`src/rtl/core/guillotine_rect_packer_macros.svh`:
```
// assertion helpers shared by the packer
`ifndef GUILLOTINE_RECT_PACKER_MACROS_SVH
`define GUILLOTINE_RECT_PACKER_MACROS_SVH

// checked outside reset
`define GRP_CHECK(lbl, prop, msg) \
  lbl: assert property (@(posedge clk) disable iff (!rst_n) prop) else $error(msg);

// checked at every edge, reset included
`define GRP_CHECK_ALWAYS(lbl, prop, msg) \
  lbl: assert property (@(posedge clk) prop) else $error(msg);

`endif

```
`src/rtl/core/grp_pkg.sv`:
```
package grp_pkg;

  localparam int MAX_SPACES_DEF = 256;
  localparam int COORD_BITS_DEF = 16;
  localparam int IN_W           = 16;

  localparam logic [1:0] ST_PLACED = 2'd0;
  localparam logic [1:0] ST_NO_FIT = 2'd1;
  localparam logic [1:0] ST_FULL   = 2'd2;
  localparam logic [1:0] ST_FAILED = 2'd3;

  localparam logic CFG_BIN_WIDTH  = 1'b0;
  localparam logic CFG_BIN_HEIGHT = 1'b1;

  typedef struct packed {
    logic wr;
    logic shift;
    logic inject;
  } cell_ctl_t;

  typedef struct packed {
    logic act;
    logic found;
  } pkt_flags_t;

endpackage

```
`src/rtl/core/grp_cell.sv`:
```
module grp_cell
  import grp_pkg::*;
#(
  parameter int IDX    = 0,
  parameter int CB     = COORD_BITS_DEF,
  parameter int IDX_W  = 8,
  parameter int CNT_W  = 9
) (
  input  logic              clk,
  input  logic              rst_n,
  input  cell_ctl_t         ctl,
  input  logic [IDX_W-1:0]  waddr,
  input  logic [4*CB-1:0]   wdata,
  input  logic [IDX_W-1:0]  sel,
  input  logic [CNT_W-1:0]  count,
  input  logic [IN_W-1:0]   rw,
  input  logic [IN_W-1:0]   rh,
  input  logic [4*CB-1:0]   up_ent,
  output logic [4*CB-1:0]   ent,
  input  pkt_flags_t        pin_flags,
  input  logic [4*CB-1:0]   pin_ent,
  input  logic [IDX_W-1:0]  pin_sel,
  output pkt_flags_t        pout_flags,
  output logic [4*CB-1:0]   pout_ent,
  output logic [IDX_W-1:0]  pout_sel
);

  logic [4*CB-1:0]  ent_r, ent_nxt;
  pkt_flags_t       flg_r, flg_nxt;
  logic [4*CB-1:0]  pent_r, pent_nxt;
  logic [IDX_W-1:0] psel_r, psel_nxt;
  logic [IN_W-1:0]  w16, h16;
  logic             live, fit;

  assign w16  = IN_W'(ent_r[CB-1+CB:CB]);
  assign h16  = IN_W'(ent_r[CB-1:0]);
  assign live = CNT_W'(IDX) < count;
  assign fit  = (w16 > rw && h16 > rh) || (w16 == rw && h16 >= rh) ||
                (h16 == rh && w16 >= rw);

  always_comb begin
    ent_nxt = ent_r;
    if (ctl.wr && waddr == IDX_W'(IDX)) begin
      ent_nxt = wdata;
    end else if (ctl.shift && IDX_W'(IDX) >= sel) begin
      ent_nxt = up_ent;
    end
    flg_nxt  = pin_flags;
    pent_nxt = pin_ent;
    psel_nxt = pin_sel;
    if (pin_flags.act && !pin_flags.found && live && fit) begin
      flg_nxt.found = 1'b1;
      pent_nxt      = ent_r;
      psel_nxt      = IDX_W'(IDX);
    end
  end

  always_ff @(posedge clk) begin
    if (!rst_n) begin
      flg_r <= '0;
    end else begin
      flg_r <= flg_nxt;
    end
    ent_r  <= ent_nxt;
    pent_r <= pent_nxt;
    psel_r <= psel_nxt;
  end

  assign ent        = ent_r;
  assign pout_flags = flg_r;
  assign pout_ent   = pent_r;
  assign pout_sel   = psel_r;

endmodule

```
`config.mk`:
```
export PLATFORM = sky130hd
export DESIGN_NAME = grp_cell
export DESIGN_NICKNAME = d
export VERILOG_FILES = /design/src/rtl/core/guillotine_rect_packer_macros.svh /design/src/rtl/core/grp_pkg.sv /design/src/rtl/core/grp_cell.sv
export SDC_FILE = /design/constraint.sdc
export NUM_CORES = 1
export LEC_CHECK = 0
export BUFFER_PORTS_ARGS = -buffer_cell sky130_fd_sc_hd__buf_2
export CAP_MARGIN = 20
export CORE_AREA = 4 4 152 154
export DETAILED_ROUTE_END_ITERATION = 10
export DIE_AREA = 0 0 156 158
export PLACE_DENSITY_LB_ADDON = 0.1
export SLEW_MARGIN = 20
export SYNTH_ARGS = -nofsm -noshare
export SYNTH_HDL_FRONTEND = slang
export SYNTH_SLANG_ARGS = --single-unit
```
`constraint.sdc`:
```
create_clock -name clk -period 9.73 [get_ports clk]
set_input_delay 0.973 -clock clk [delete_from_list [all_inputs] [get_ports clk]]
set_output_delay 0.973 -clock clk [all_outputs]
set_load 0.005 [all_outputs]
```
==> reports/metrics.yaml <==
syn-cell-area_sq_um: 7990
die_y_um: 158
ys_seq_area_share_pct: 42.6
hold_class: "reg2reg"
worstPathRequired_ns: 9.97
cts_buffers: 17
cts_tree: "done"
ys_ff_latch: 138
clk-insertion-delay-late_ns: 0.42
cts_setup_buffers: 0
end_kind: "register"
outcome: "finished, final reports clean"
syn-num-nets: 1028
rsz0062_at_grt: "no"
slew_headroom_pct: 24.4
clkTransAtPathRegs_ns: 0.06
dieArea_sq_um: 24600
cts.htree.levels: 4
chipWidth_um: 156
postCtsHoldBufs: 0
antenna_found_initial: 4
track_usage_pct: 22.5
p_per_area_nw_per_um2: 146
core_sq_um: 21700
syn2layout_area_growth_pct: 34.3
io_buffers: 400
fin_skew_ns: 0.0126
yosysWarnings: 0
grt_overflow_total: 0
peakVddDrop_mv: 0.0896
holdWs_ns: 0.560
crit_fanout: 66
startpoint: "count[1]"
min_period_ns: 3.29
synth_top_area_share_pct: 24.1
drive_gt1_share_pct: 52.0
initial_core_util_pct: 36.8
vias: 7369
ctsRootBufferMaster: "clkbuf_16"
pin_count: 402
worstSetupStartpointType: "input pin"
fin_setup_tns_ns: 0
globalplace.congestion: 0.810
fin_crit_sh_pct: 33.8
pre_cts_ws_ns: 5.98
hpwl_um: 20200
grt_max_degree: 67
viasPerCell: 5.30
dr.first_iter.drc_count: 340
worstHoldStart: "ent[50]"
fin_ws_ns: 6.44
arrival_ns: 3.53
fmaxAchievable_mhz: 304
clock_sinks: 138
grt_first_pass_wirelength_um: 43100
worst-r2r-setup-slack_ns: 6.73
ant_nets: 0
worstSetupPathType: "in2reg"
rows: 54
avgSynthCellArea_sq_um: 10.9
drtPass1Iterations: 4
avgRoutedWirePerCell_um: 21.0
drc: 0
grt_pass1_vias: 7523
synth_area_leader_cell: "edfxtp_1"
worst_pin_slew_ns: 1.13
hold_viol_final: 0
r2r_start: "ent[15]"
clockBufferDepth: 2
synth_area_leaders: "edfxtp_1 24%, dfxtp_1 19%, mux2_2 9.0%"
wl_um: 29200
synth.distinct_cells: 48
syn_inst: 732
leakage_nw: 4.58
cts_resized: 0
drv_slew: 0
setup-violations-final: 0
cap_violations: 0
nets: 1389
## worst paths after layout
check	endpoint	cells past startpoint
max	pout_ent[15]	6
max reg2reg	pout_ent[2]	7
min	pout_ent[50]	2
min reg2reg	pout_ent[50]	2
## cells in the final DEF, fill, tap and decap left out, types with 2 or more instances in the layout
cell	n
clkbuf_16	17
clkinvlp_4	3
ha_1	32
a21oi_1	11
nand4_1	2
diode_2	5
a41oi_1	36
o21ai_0	29
inv_1	37
o21ai_1	43
edfxtp_1	64
nor2_1	6
o211ai_2	28
buf_2	400
a41oi_2	28
nor4_1	3
nand2_1	7
nor2b_1	64
mux2_2	64
bufinv_16	3
clkinv_4	2
dfxtp_1	74
o211ai_1	36
nor3_1	2
a21boi_1	9
nand3_1	64
inv_6	5
buf_4	10
## flip-flops by register name, indices dropped and copies added (netlist names)
name / flops
pout_sel: 8
ent: 64
pout_ent: 64
pout_flags: 2
## stage by stage
| step | utilization, % | cells | total power [W] | area [sq um] |
|---|---|---|---|---|
| after floorplan | - | 732 | 0.000778 | 7990 |
| after global placement | 46.4 | 1353 | 0.000889 | 10100 |
| after detailed placement | 46.4 | 1353 | 0.000892 | 10100 |
| after CTS | 49.3 | 1385 | 0.00159 | 10700 |
| after global routing | 49.4 | 1388 | 0.00163 | 10700 |
| final | 49.5 | 1391 | 0.00157 | 10700 |
## synth_stat cells (all sizes together)
master  count
a2111o      1
a211oi      1
a21bo       1
a21boi      9
a21o        1
a21oi      12
a221o       1
a22o        1
a22oi       1
a311oi      1
a31o        1
a32oi       1
a41o        1
a41oi      64
and3        1
buf        45
clkbuf     24
dfxtp      74
edfxtp     64
ha         32
inv        37
mux2       64
nand2       8
nand2b      1
nand3      66
nand3b      1
nand4       2
nand4b      1
nor2        6
nor2b      64
nor3        2
nor3b       1
nor4        4
o211a       1
o211ai     64
o21a        1
o21ai      72
o41ai       1
## cell type report
cell class	count	area, sq um
clock inverter	14	185
clock buffer	18	429
timing repair buffer	411	2100
fill	2059	11000
tap	280	350
sequential	138	3400
inverter	37	139
antenna	5	12.5
multi-input combinational	488	4100
## metal layers
metal / GRT usage (%) / vias up / share of wire [%]
met5: 0 / - / 0.072
met4: 6.46 / 4 / 1.3
met3: 6.62 / 27 / 8.0
met2: 38.4 / 291 / 50
met1: 27.7 / 3516 / 40
li1: - / 3531 / -
## power by group
part           switching, W  internal (W)
logic              0.000119      0.000117
registers        0.00000724      0.000635
clock network      0.000278      0.000410
## cells by family after synthesis
logic type               count (synthesis)  share of synthesized area (%)
AO/OA/AOI/OAI                          235                           25.3
adder cells (fa/ha/maj)                 32                           5.01
buffers and inverters                  106                           6.83
flip-flops                             138                           42.6
multiplexers                            64                           9.02
AND/OR/NAND/NOR                        157                           11.2
## worst max-delay path: stages
cell and delay, ns:
buf_2 0.09, nor4_1 0.57, a311oi_4 0.17, buf_4 0.39, a21bo_4 1.04, o211ai_1 0.25
Note: power is estimated with default switching activity, not from simulation.
