===== config.mk =====
export PLATFORM = sky130hd
export DESIGN_NAME = grp_ctl
export DESIGN_NICKNAME = d
export VERILOG_FILES = /design/src/rtl/core/grp_pkg.sv /design/src/rtl/core/grp_ctl.sv
export VERILOG_INCLUDE_DIRS = /design/src /design/src/rtl/core
export SDC_FILE = /design/constraint.sdc
export NUM_CORES = 1
export LEC_CHECK = 0
export BUFFER_PORTS_ARGS = -buffer_cell sky130_fd_sc_hd__buf_2
export CAP_MARGIN = 20
export CORE_MARGIN = 5
export CORE_UTILIZATION = 29
export CTS_CLUSTER_SIZE = 30
export DETAILED_ROUTE_END_ITERATION = 8
export REMOVE_ABC_BUFFERS = 1
export SLEW_MARGIN = 40
export SYNTH_ARGS = -nofsm -noshare
export SYNTH_HDL_FRONTEND = slang
export SYNTH_SLANG_ARGS = --single-unit

===== constraint.sdc =====
create_clock -name clk -period 26.4 [get_ports clk]
set_input_delay 1.32 -clock clk [delete_from_list [all_inputs] [get_ports clk]]
set_output_delay 1.32 -clock clk [all_outputs]
set_load 0.03 [all_outputs]

===== src/rtl/core/guillotine_rect_packer_macros.svh =====
// assertion helpers shared by the packer
`ifndef GUILLOTINE_RECT_PACKER_MACROS_SVH
`define GUILLOTINE_RECT_PACKER_MACROS_SVH

// checked outside reset
`define GRP_CHECK(lbl, prop, msg) \
  lbl: assert property (@(posedge clk) disable iff (!rst_n) prop) else $error(msg);

// checked at every edge, reset included
`define GRP_CHECK_ALWAYS(lbl, prop, msg) \
  lbl: assert property (@(posedge clk) prop) else $error(msg);

`endif


===== src/rtl/core/grp_pkg.sv =====
package grp_pkg;

  localparam int MAX_SPACES_DEF = 256;
  localparam int COORD_BITS_DEF = 16;
  localparam int IN_W           = 16;

  localparam logic [1:0] ST_PLACED = 2'd0;
  localparam logic [1:0] ST_NO_FIT = 2'd1;
  localparam logic [1:0] ST_FULL   = 2'd2;
  localparam logic [1:0] ST_FAILED = 2'd3;

  localparam logic CFG_BIN_WIDTH  = 1'b0;
  localparam logic CFG_BIN_HEIGHT = 1'b1;

  typedef struct packed {
    logic wr;
    logic shift;
    logic inject;
  } cell_ctl_t;

  typedef struct packed {
    logic act;
    logic found;
  } pkt_flags_t;

endpackage


===== src/rtl/core/grp_ctl.sv =====
`include "guillotine_rect_packer_macros.svh"
module grp_ctl
  import grp_pkg::*;
#(
  parameter int MAX_SPACES = MAX_SPACES_DEF,
  parameter int CB         = COORD_BITS_DEF,
  parameter int IDX_W      = 8,
  parameter int CNT_W      = 9
) (
  input  logic              clk,
  input  logic              rst_n,
  input  logic              in_valid,
  output logic              in_stall,
  input  logic              in_start_of_run,
  input  logic [IN_W-1:0]   in_rect_width,
  input  logic [IN_W-1:0]   in_rect_height,
  output logic              out_valid,
  input  logic              out_stall,
  output logic [15:0]       out_x_pos,
  output logic [15:0]       out_y_pos,
  output logic [1:0]        out_status,
  input  logic              cfg_wr_en,
  input  logic              cfg_index,
  input  logic [15:0]       cfg_wdata,
  output cell_ctl_t         ctl,
  output logic [IDX_W-1:0]  waddr,
  output logic [4*CB-1:0]   wdata,
  output logic [IDX_W-1:0]  sel,
  output logic [CNT_W-1:0]  count,
  output logic [IN_W-1:0]   rw,
  output logic [IN_W-1:0]   rh,
  input  pkt_flags_t        res_flags,
  input  logic [4*CB-1:0]   res_ent,
  input  logic [IDX_W-1:0]  res_sel
);

  typedef enum logic [2:0] {
    S_IDLE, S_INJ, S_SEARCH, S_SHIFT, S_APP0, S_APP1, S_FIN
  } state_t;

  state_t           state_r, state_nxt;
  logic [15:0]      bw_r, bh_r;
  logic [CNT_W-1:0] count_r, count_nxt;
  logic             failed_r, failed_nxt;
  logic [IN_W-1:0]  rw_r, rw_nxt, rh_r, rh_nxt;
  logic [IDX_W-1:0] sel_r, sel_nxt;
  logic [1:0]       nmade_r, nmade_nxt, nmade_c;
  logic [4*CB-1:0]  m0_r, m0_nxt, m1_r, m1_nxt, m0_c, m1_c;
  logic [CB-1:0]    px_r, px_nxt, py_r, py_nxt;
  logic [1:0]       st_r, st_nxt;
  logic             ov_r, ov_nxt;
  logic [15:0]      ox_r, ox_nxt, oy_r, oy_nxt;
  logic [1:0]       os_r, os_nxt;
  logic             accept;
  logic [CB-1:0]    sx, sy, sw, sh;
  logic [IN_W-1:0]  w16, h16, dw, dh;
  logic [CNT_W:0]   after_cnt;

  assign accept = in_valid && !in_stall;
  assign in_stall = state_r != S_IDLE;

  assign sx  = res_ent[4*CB-1:3*CB];
  assign sy  = res_ent[3*CB-1:2*CB];
  assign sw  = res_ent[2*CB-1:CB];
  assign sh  = res_ent[CB-1:0];
  assign w16 = IN_W'(sw);
  assign h16 = IN_W'(sh);
  assign dw  = w16 - rw_r;
  assign dh  = h16 - rh_r;

  always_comb begin
    m0_c    = '0;
    m1_c    = '0;
    nmade_c = 2'd0;
    if (w16 > rw_r && h16 > rh_r) begin
      nmade_c = 2'd2;
      if (dh < dw) begin
        m0_c = {sx, sy + CB'(rh_r), sw, CB'(dh)};
        m1_c = {sx + CB'(rw_r), sy, CB'(dw), CB'(rh_r)};
      end else begin
        m0_c = {sx + CB'(rw_r), sy, CB'(dw), sh};
        m1_c = {sx, sy + CB'(rh_r), CB'(rw_r), CB'(dh)};
      end
    end else if (w16 == rw_r && h16 > rh_r) begin
      nmade_c = 2'd1;
      m0_c    = {sx, sy + CB'(rh_r), sw, CB'(dh)};
    end else if (h16 == rh_r && w16 > rw_r) begin
      nmade_c = 2'd1;
      m0_c    = {sx + CB'(rw_r), sy, CB'(dw), sh};
    end
  end

  assign after_cnt = (CNT_W+1)'(count_r) + (CNT_W+1)'(nmade_c) - (CNT_W+1)'(1);

  always_comb begin
    state_nxt  = state_r;
    count_nxt  = count_r;
    failed_nxt = failed_r;
    rw_nxt     = rw_r;
    rh_nxt     = rh_r;
    sel_nxt    = sel_r;
    nmade_nxt  = nmade_r;
    m0_nxt     = m0_r;
    m1_nxt     = m1_r;
    px_nxt     = px_r;
    py_nxt     = py_r;
    st_nxt     = st_r;
    ov_nxt     = ov_r;
    ox_nxt     = ox_r;
    oy_nxt     = oy_r;
    os_nxt     = os_r;
    ctl        = '0;
    waddr      = '0;
    wdata      = m0_r;
    if (ov_r && !out_stall) begin
      ov_nxt = 1'b0;
    end
    unique case (state_r)
      S_IDLE: begin
        if (accept) begin
          rw_nxt = in_rect_width;
          rh_nxt = in_rect_height;
          if (in_start_of_run) begin
            ctl.wr     = 1'b1;
            wdata      = {CB'(0), CB'(0), bw_r[CB-1:0], bh_r[CB-1:0]};
            count_nxt  = CNT_W'(1);
            failed_nxt = 1'b0;
            state_nxt  = S_INJ;
          end else if (failed_r) begin
            st_nxt    = ST_FAILED;
            state_nxt = S_FIN;
          end else begin
            state_nxt = S_INJ;
          end
        end
      end
      S_INJ: begin
        ctl.inject = 1'b1;
        state_nxt  = S_SEARCH;
      end
      S_SEARCH: begin
        if (res_flags.act) begin
          if (!res_flags.found) begin
            failed_nxt = 1'b1;
            st_nxt     = ST_NO_FIT;
            state_nxt  = S_FIN;
          end else if (after_cnt > (CNT_W+1)'(MAX_SPACES)) begin
            failed_nxt = 1'b1;
            st_nxt     = ST_FULL;
            state_nxt  = S_FIN;
          end else begin
            sel_nxt   = res_sel;
            nmade_nxt = nmade_c;
            m0_nxt    = m0_c;
            m1_nxt    = m1_c;
            px_nxt    = sx;
            py_nxt    = sy;
            st_nxt    = ST_PLACED;
            state_nxt = S_SHIFT;
          end
        end
      end
      S_SHIFT: begin
        ctl.shift = 1'b1;
        count_nxt = count_r - CNT_W'(1);
        state_nxt = (nmade_r != 2'd0) ? S_APP0 : S_FIN;
      end
      S_APP0: begin
        ctl.wr    = 1'b1;
        waddr     = count_r[IDX_W-1:0];
        wdata     = m0_r;
        count_nxt = count_r + CNT_W'(1);
        state_nxt = (nmade_r == 2'd2) ? S_APP1 : S_FIN;
      end
      S_APP1: begin
        ctl.wr    = 1'b1;
        waddr     = count_r[IDX_W-1:0];
        wdata     = m1_r;
        count_nxt = count_r + CNT_W'(1);
        state_nxt = S_FIN;
      end
      S_FIN: begin
        if (!ov_r || !out_stall) begin
          ov_nxt    = 1'b1;
          os_nxt    = st_r;
          ox_nxt    = (st_r == ST_PLACED) ? 16'(px_r) : 16'd0;
          oy_nxt    = (st_r == ST_PLACED) ? 16'(py_r) : 16'd0;
          state_nxt = S_IDLE;
        end
      end
      default: state_nxt = S_IDLE;
    endcase
  end

  always_ff @(posedge clk) begin
    if (!rst_n) begin
      state_r  <= S_IDLE;
      count_r  <= '0;
      failed_r <= 1'b0;
      ov_r     <= 1'b0;
      bw_r     <= 16'd256;
      bh_r     <= 16'd256;
    end else begin
      state_r  <= state_nxt;
      count_r  <= count_nxt;
      failed_r <= failed_nxt;
      ov_r     <= ov_nxt;
      if (cfg_wr_en && cfg_index == CFG_BIN_WIDTH) begin
        bw_r <= cfg_wdata;
      end
      if (cfg_wr_en && cfg_index == CFG_BIN_HEIGHT) begin
        bh_r <= cfg_wdata;
      end
    end
    rw_r    <= rw_nxt;
    rh_r    <= rh_nxt;
    sel_r   <= sel_nxt;
    nmade_r <= nmade_nxt;
    m0_r    <= m0_nxt;
    m1_r    <= m1_nxt;
    px_r    <= px_nxt;
    py_r    <= py_nxt;
    st_r    <= st_nxt;
    ox_r    <= ox_nxt;
    oy_r    <= oy_nxt;
    os_r    <= os_nxt;
  end

  assign out_valid  = ov_r;
  assign out_x_pos  = ox_r;
  assign out_y_pos  = oy_r;
  assign out_status = os_r;
  assign sel        = sel_r;
  assign count      = count_r;
  assign rw         = rw_r;
  assign rh         = rh_r;

  `GRP_CHECK(a_count_max, count_r <= CNT_W'(MAX_SPACES), "free count above capacity")
  `GRP_CHECK(a_res_in_search, res_flags.act |-> state_r == S_SEARCH,
             "search result outside search")
  `GRP_CHECK(a_word_from_fin, $rose(ov_r) |-> $past(state_r == S_FIN),
             "result word without finish")
  `GRP_CHECK(a_fail_cause, $rose(failed_r) |-> $past(state_r == S_SEARCH),
             "failure set outside search")

endmodule

==> results.py, run 1 <==
metrics = {
    "placement": {
        "port_buffers": 288,
        "postPlaceCellArea_sq_mm": 0.0181,
        "dpl.hpwl_um": 37900,
        "gp_congestion": 0.847,
    },
    "global_routing": {
        "grt_usage_pct": 17.3,
        "grt_max_degree": 101,
        "overflow": 0,
        "grt_pass1_vias": 12700,
        "antenna_found_initial": 19,
        "grt_pass1_wl_um": 79400,
    },
    "floorplanning": {
        "core_area_sq_mm": 0.0539,
        "dieArea_sq_mm": 0.0593,
        "start_util_pct": 29.4,
        "boundaryPins": 289,
        "die_w_um": 244,
        "fp-row-count": 85,
        "die_y_um": 244,
    },
    "setup_path": {
        "crit_path_start_kind": "input pin",
        "critPathRequiredTime_ns": 26.58,
        "cpMaxStageDelayCell": "o32ai_1",
        "cp_max_fo": 100,
        "cp_top_family": "compound AO/OA/AOI/OAI gates",
        "end_kind": "flip-flop",
        "crit_path_max_incr_delay_ns": 0.69,
        "crit_top_cell": "inv_1",
        "critPathBufInv": 8,
        "reg2reg_slack_ns": 20.01,
        "arrival_ns": 6.94,
        "critical_path_class": "in -> reg",
    },
    "run": {
        "max_cap_viol_count": 0,
    },
    "timing": {
        "fin_crit_sh_pct": 25.6,
        "rsz0062_at_grt": "false",
        "setup_viol": 0,
        "period_minus_slack_ns": 6.76,
        "max_freq_mhz": 148,
        "skew_ns": 0.0230,
        "slew_violations": 0,
        "timing.slew.headroom_pct": 46.0,
        "hold_viol": 0,
        "final.setup.tns_ns": 0,
        "worstMarginPinSlew_ns": 0.802,
    },
    "detailed_routing": {
        "wl_um": 53300,
        "drtPass1Iterations": 5,
        "final_antenna_net_count": 0,
        "avgViaCountPerCell": 5.05,
        "drc": 0,
        "vias": 13000,
        "dr.first_iter.drc_count": 994,
        "wire_per_inst_um": 20.7,
    },
    "clock_network": {
        "clock-sinks": 284,
        "h-tree-depth": 2,
        "path_clk_slew_ns": 0.05,
        "cts_setup_buffers": 0,
        "root_buffer": "clkbuf_16",
        "clk_latency_ns": 0.54,
        "cts_buffer_depth": 3,
        "cts_resized": 0,
        "cts_tree": "yes",
        "cts_buffers": 35,
        "holdBufCountCts": 0,
    },
    "synth": {
        "syn_avg_cell_area_sq_um": 10.1,
        "synth-async-reset-ratio_pct": 0,
        "ys_ff_latch": 284,
        "synth_edf_count": 238,
        "yosysWarnings": 0,
        "seq_area_frac_synth_pct": 51.0,
        "netlist_instances": 1563,
        "netlist_area_sq_mm": 0.0158,
        "synth_ff_type": "edfxtp_1",
        "yosysUniqueCellTypes": 74,
    },
    "pwr": {
        "power.density_mw_per_mm2": 113,
        "p_leak_nw": 8.04,
        "peakVddDrop_mv": 0.0865,
        "p_total_mw": 2.18,
    },
    "outcome": {
        "status": "finished clean",
    },
    "cells_and_area": {
        "area_growth_pct": 22.1,
        "stdcell_area_sq_mm": 0.0193,
        "layout-drive-gt1-share_pct": 21.2,
        "finalNetCount": 2070,
    },
    "hold_path": {
        "hold_path.class": "reg -> reg",
    },
}
## synth_stat cells, types with 15 or more instances
master    number  area share [%]
a22o_1        50             2.8
a21oi_1      134             4.2
nand3_1       54             1.7
inv_1         88             2.1
dfxtp_1       46             5.8
a22oi_1       33             1.6
ha_1         101             8.0
xnor2_1       43             2.4
nand2_1      313             7.4
nor2_1        62             1.5
nor3_1        16            0.51
clkbuf_1      44             1.0
and2_1        39             1.5
a21o_1        26             1.2
xor2_1        15            0.83
edfxtp_1     238              45
a211oi_1      17            0.81
o21ai_0       42             1.3
## layout make-up
class / instances / area [sq um]
Clock inverter: 23 / 258
Clock buffer: 40 / 937
Multi-Input combinational cell: 1117 / 7150
Antenna cell: 16 / 40.0
Inverter: 88 / 330
Sequential cell: 284 / 8070
Fill cell: 5390 / 34600
Tap cell: 696 / 871
Timing Repair Buffer: 308 / 1670
## through the flow
stage | cells | hold WS (ns) | setup slack [ns] | utilization, %
2_1_floorplan | 1489 | 0.427 | 12.40 | -
3_3_place_gp | 2489 | 0.447 | 19.45 | 33.4
3_5_place_dp | 2493 | 0.447 | 19.16 | 33.6
4_1_cts | 2556 | 0.455 | 19.71 | 35.8
5_1_grt | 2562 | 0.470 | 19.22 | 35.8
6_report | 2572 | 0.454 | 19.64 | 35.8
## tightest hold or removal path, delay by kind of cell, from the launching register on
| kind | cells | cell delay (ns) |
|---|---|---|
| AO/OA/AOI/OAI | 1 | 0.05 |
| flip-flops | 1 | 0.30 |
| AND/OR/NAND/NOR | 1 | 0.05 |
## report_power, final
part	leakage [nW]	internal (mW)	switching, mW	total (mW)
combinational	4.88	0.370	0.717	1.09
clock	0.579	0.305	0.200	0.505
sequential	2.58	0.544	0.0436	0.588
## layout by cell type, fill, tap and decap left out, types with 9 or more instances in the layout
master / count
nand2_1: 312
buf_2: 288
edfxtp_1: 238
a21oi_1: 133
ha_1: 101
inv_1: 88
nor2_1: 58
nand3_1: 54
a22o_1: 50
dfxtp_1: 46
xnor2_1: 43
o21ai_0: 42
clkbuf_16: 37
and2_1: 36
a22oi_1: 33
a21o_1: 26
a211oi_1: 17
diode_2: 16
nor3_1: 16
xor2_1: 15
nor2b_1: 14
buf_4: 13
nand2b_1: 11
o21a_1: 10
a31oi_1: 10
nand4_1: 9
o2bb2ai_1: 9
mux2i_1: 9
## cells by family after synthesis
kind of cell | after synthesis | synth area share [%]
AOI/OAI and AO/OA | 393 | 16.9
xor gates and xnor gates | 58 | 3.21
adders and majority gates | 107 | 8.74
buffers and inverters | 162 | 4.17
DFF | 284 | 51.0
muxes | 10 | 0.640
and+or+nand+nor | 549 | 15.3
## routing by layer
layer  wire length, um  track usage, %  vias to the layer above  share of wire, %
li1                  -               -                     6217                 -
met1             22700            22.6                     6238                43
met2             24800            28.0                      435                46
met3              4410            4.89                       92               8.3
met4              1310            5.24                       14               2.5
met5               107               0                        -              0.20
## worst paths after layout
path | from | endpoint | depth (start not counted)
worst max-delay path | res_ent[16] | m0_r[10] | 27
worst min-delay path | bh_r[13] | bh_r[13] | 2
worst max register to register | rw[8] | m0_r[10] | 24
worst min register to register | bh_r[13] | bh_r[13] | 2
## flip-flops by register name (all words and copies together) (netlist names), 3 cells and up
signal and flops:
py_r 16, rw 16, bh_r 16, px_r 16, count 9, out_x_pos 16
bw_r 16, m1_r 64, state_r 3, sel 8, out_y_pos 16, m0_r 64
rh 16
(Power assumes the default switching activity.)
==> inputs of run 2 (changes only) <==
==> constraint.sdc (replaced) <==
create_clock -name clk -period 6.38 [get_ports clk]
set_input_delay 0.319 -clock clk [delete_from_list [all_inputs] [get_ports clk]]
set_output_delay 0.319 -clock clk [all_outputs]
set_load 0.03 [all_outputs]
==> run 2 against run 1 <==
Compared with the run above: global-route usage rose by 0.30 points; non-clock buffer count grew 71; worst hold slack worse by 0.43 ns; highest routed layer unchanged; wire length rose by 2.8%; power rose to 4.1 times the previous value; clock-buffer cell count decreased by 2; via count rose by 3.1%; critical path type is now reg -> reg.
==> results.py, run 2 (synthesized netlist as in run 1, its figures left out) <==
metrics = {
    "global_routing": {
        "grt_max_degree": 67,
        "grt_pass1_vias": 13100,
        "grt_usage_pct": 17.6,
        "grt_pass1_wl_um": 80200,
        "overflow": 0,
        "antenna_found_initial": 26,
    },
    "pwr": {
        "power.internal_mw": 4.96,
        "power.net_switching_mw": 4.00,
        "swShare_pct": 44.6,
        "p_total_mw": 8.96,
        "pwr-share-clk_pct": 22.1,
        "peakVddDrop_mv": 0.292,
        "p_comb_share_pct": 51.0,
        "power.density_mw_per_mm2": 449,
        "seqPwrFrac_pct": 26.8,
        "p_leak_nw": 8.31,
    },
    "clock_network": {
        "root_buffer": "clkbuf_16",
        "path_clk_slew_ns": 0.06,
        "cts_buffers": 34,
        "h-tree-depth": 2,
        "clock-sinks": 284,
        "clk_latency_ns": 0.55,
        "cts_buffer_depth": 3,
        "cts_setup_buffers": 0,
        "cts_tree": "yes",
    },
    "setup_path": {
        "crit_path_max_incr_delay_ns": 0.64,
        "critPathRequiredTime_ns": 6.60,
        "end_kind": "flip-flop",
        "ff2ff_path_depth": 23,
        "crit_path_start_kind": "flip-flop",
        "arrival_ns": 6.22,
        "crit_top_cell": "inv_1",
        "crit_end": "m0_r[60]",
        "startpoint": "rw[10]",
        "cp.depth": 23,
        "reg2reg_slack_ns": 0.38,
        "cp_max_fo": 46,
        "timing.rr.end": "m0_r[60]",
        "critical_path_class": "reg -> reg",
        "crit_chain": "inv_1 -> ha_1 -> nand3_1 -> or2_0 -> o221ai_1 -> a211o_1 -> nand2_1 -> o32ai_1 -> inv_1 -> ha_1 -> inv_1 -> ha_1 -> inv_1 -> fa_1 -> nor2b_1 -> o21ai_0 -> a21oi_1 -> a211o_1 -> xor2_1 -> o31ai_1 -> o2111ai_1 -> nor2_4 -> buf_12",
        "cp_top_family": "compound AO/OA/AOI/OAI gates",
        "critPathBufInv": 5,
        "timing.rr.start": "rw[10]",
        "cpMaxStageDelayCell": "o32ai_1",
    },
    "cells_and_area": {
        "top_regs": "m0_r (64), m1_r (64)",
        "finish.utilization_pct": 37.0,
        "area_growth_pct": 26.0,
        "fill_cells": 5334,
        "layout-drive-gt1-share_pct": 20.6,
        "layout_commonest_cell": "nand2_1",
        "mostFrequentLayoutCells": "312 x nand2_1, 288 x buf_2, 238 x edfxtp_1, 133 x a21oi_1, 101 x ha_1",
        "finalNetCount": 2140,
    },
    "timing": {
        "timing.slew.headroom_pct": 45.0,
        "worstMarginPinSlew_ns": 0.826,
        "rsz0062_at_grt": "false",
        "hold-worst-slack_ns": 0.0254,
        "skew_ns": 0.0269,
        "period_minus_slack_ns": 6.00,
        "max_freq_mhz": 167,
        "hold_viol": 0,
        "fin_crit_sh_pct": 94.0,
        "slew_violations": 0,
        "setup_viol": 0,
    },
    "placement": {
        "gp_congestion": 0.861,
        "port_buffers": 288,
        "dpl.hpwl_um": 39400,
    },
    "detailed_routing": {
        "drtPass1Iterations": 5,
        "avgViaCountPerCell": 5.08,
        "dr.first_iter.drc_count": 1070,
        "vias": 13400,
        "final_antenna_net_count": 0,
        "wl_um": 54800,
        "drc": 0,
        "wire_per_inst_um": 20.8,
    },
    "floorplanning": {
        "fp-row-count": 85,
        "dieArea_sq_mm": 0.0593,
        "start_util_pct": 29.4,
        "die_y_um": 244,
        "die_w_um": 244,
        "boundaryPins": 289,
        "core_area_sq_mm": 0.0539,
    },
    "outcome": {
        "status": "finished clean",
    },
    "run": {
        "max_cap_viol_count": 0,
    },
    "hold_path": {
        "hold_path.class": "in -> reg",
    },
}
run 2: changes by cell type in the layout (fill, tap and decap cells not counted), moves of 3 or more:
cell,change
dlygate4sd3_1,+61
buf_4,+8
clkinv_1,+4
buf_12,+3
clkinvlp_4,-3
run 2: through the flow:
stage	setup slack (ns)	instances	area, sq um	setup TNS [ns]
2_1_floorplan	-6.87	1489	15500	-1188.35
3_3_place_gp	0.524	2501	18100	0
3_5_place_dp	0.383	2503	18200	0
4_1_cts	0.407	2625	19900	0
5_1_grt	0.0165	2632	19900	0
6_report	0.382	2639	19900	0
run 2: worst min path at each step:
stage | cells after the start | end | startpoint | slack [ns]
2_1_floorplan | 1 | bh_r[8] | rst_n | 0.39
3_3_place_gp | 2 | bw_r[14] | bw_r[14] | 0.45
3_5_place_dp | 2 | bw_r[14] | bw_r[14] | 0.45
4_1_cts | 1 | py_r[15] | res_ent[47] | 0.002
5_1_grt | 1 | py_r[15] | res_ent[47] | 0.01
6_report | 1 | py_r[15] | res_ent[47] | 0.03
run 2: worst reg2reg max path, stage by stage, from the launching register on:
cell       delay [ns]
edfxtp_1         0.39
inv_1            0.06
ha_1             0.35
nand3_1          0.19
or2_0            0.29
o221ai_1         0.24
a211o_1          0.19
nand2_1          0.13
o32ai_1          0.64
inv_1            0.10
ha_1             0.20
inv_1            0.05
ha_1             0.16
inv_1            0.06
fa_1             0.40
nor2b_1          0.15
o21ai_0          0.09
a21oi_1          0.15
a211o_1          0.17
xor2_1           0.08
o31ai_1          0.36
o2111ai_1        0.31
nor2_4           0.53
buf_12           0.32
run 2: what timing repair did:
item,4_1_cts,5_1_grt
hold buffers,61,0
gates resized for setup,0,0
endpoints found under the hold margin,62,0
setup endpoints to repair,0,5
run 2: cell type report:
class                   count  area (sq um)  share of cell area (%)
flip-flops and latches    284          8070                    40.5
diodes                     14          35.0                   0.176
repair buffers            379          2360                    11.8
clock inverters            23           228                    1.14
inverters                  88           330                    1.66
well taps                 696           871                    4.37
clock buffers              38           887                    4.45
multi-input cells        1117          7160                    35.9
run 2: power by group through the flow:
stage                     Combinational [mW]  Clock (mW)  Sequential [mW]
final                                   4.57        1.98             2.40
after global routing                    5.00        2.11             2.42
after CTS                               4.56        2.04             2.40
after detailed placement                4.50           0             2.44
after global placement                  4.40           0             2.44
after floorplan                         2.94           0             2.58
run 2: routing by layer:
metal  GRT usage (%)  wire (um)  part of all wire, %  up-vias
met5               0        154                 0.28        -
met4            7.48       2130                  3.9       26
met3            4.90       4830                  8.8      122
met2            28.3      25200                   46      473
met1            22.4      22500                   41     6439
li1                -          -                    -     6339
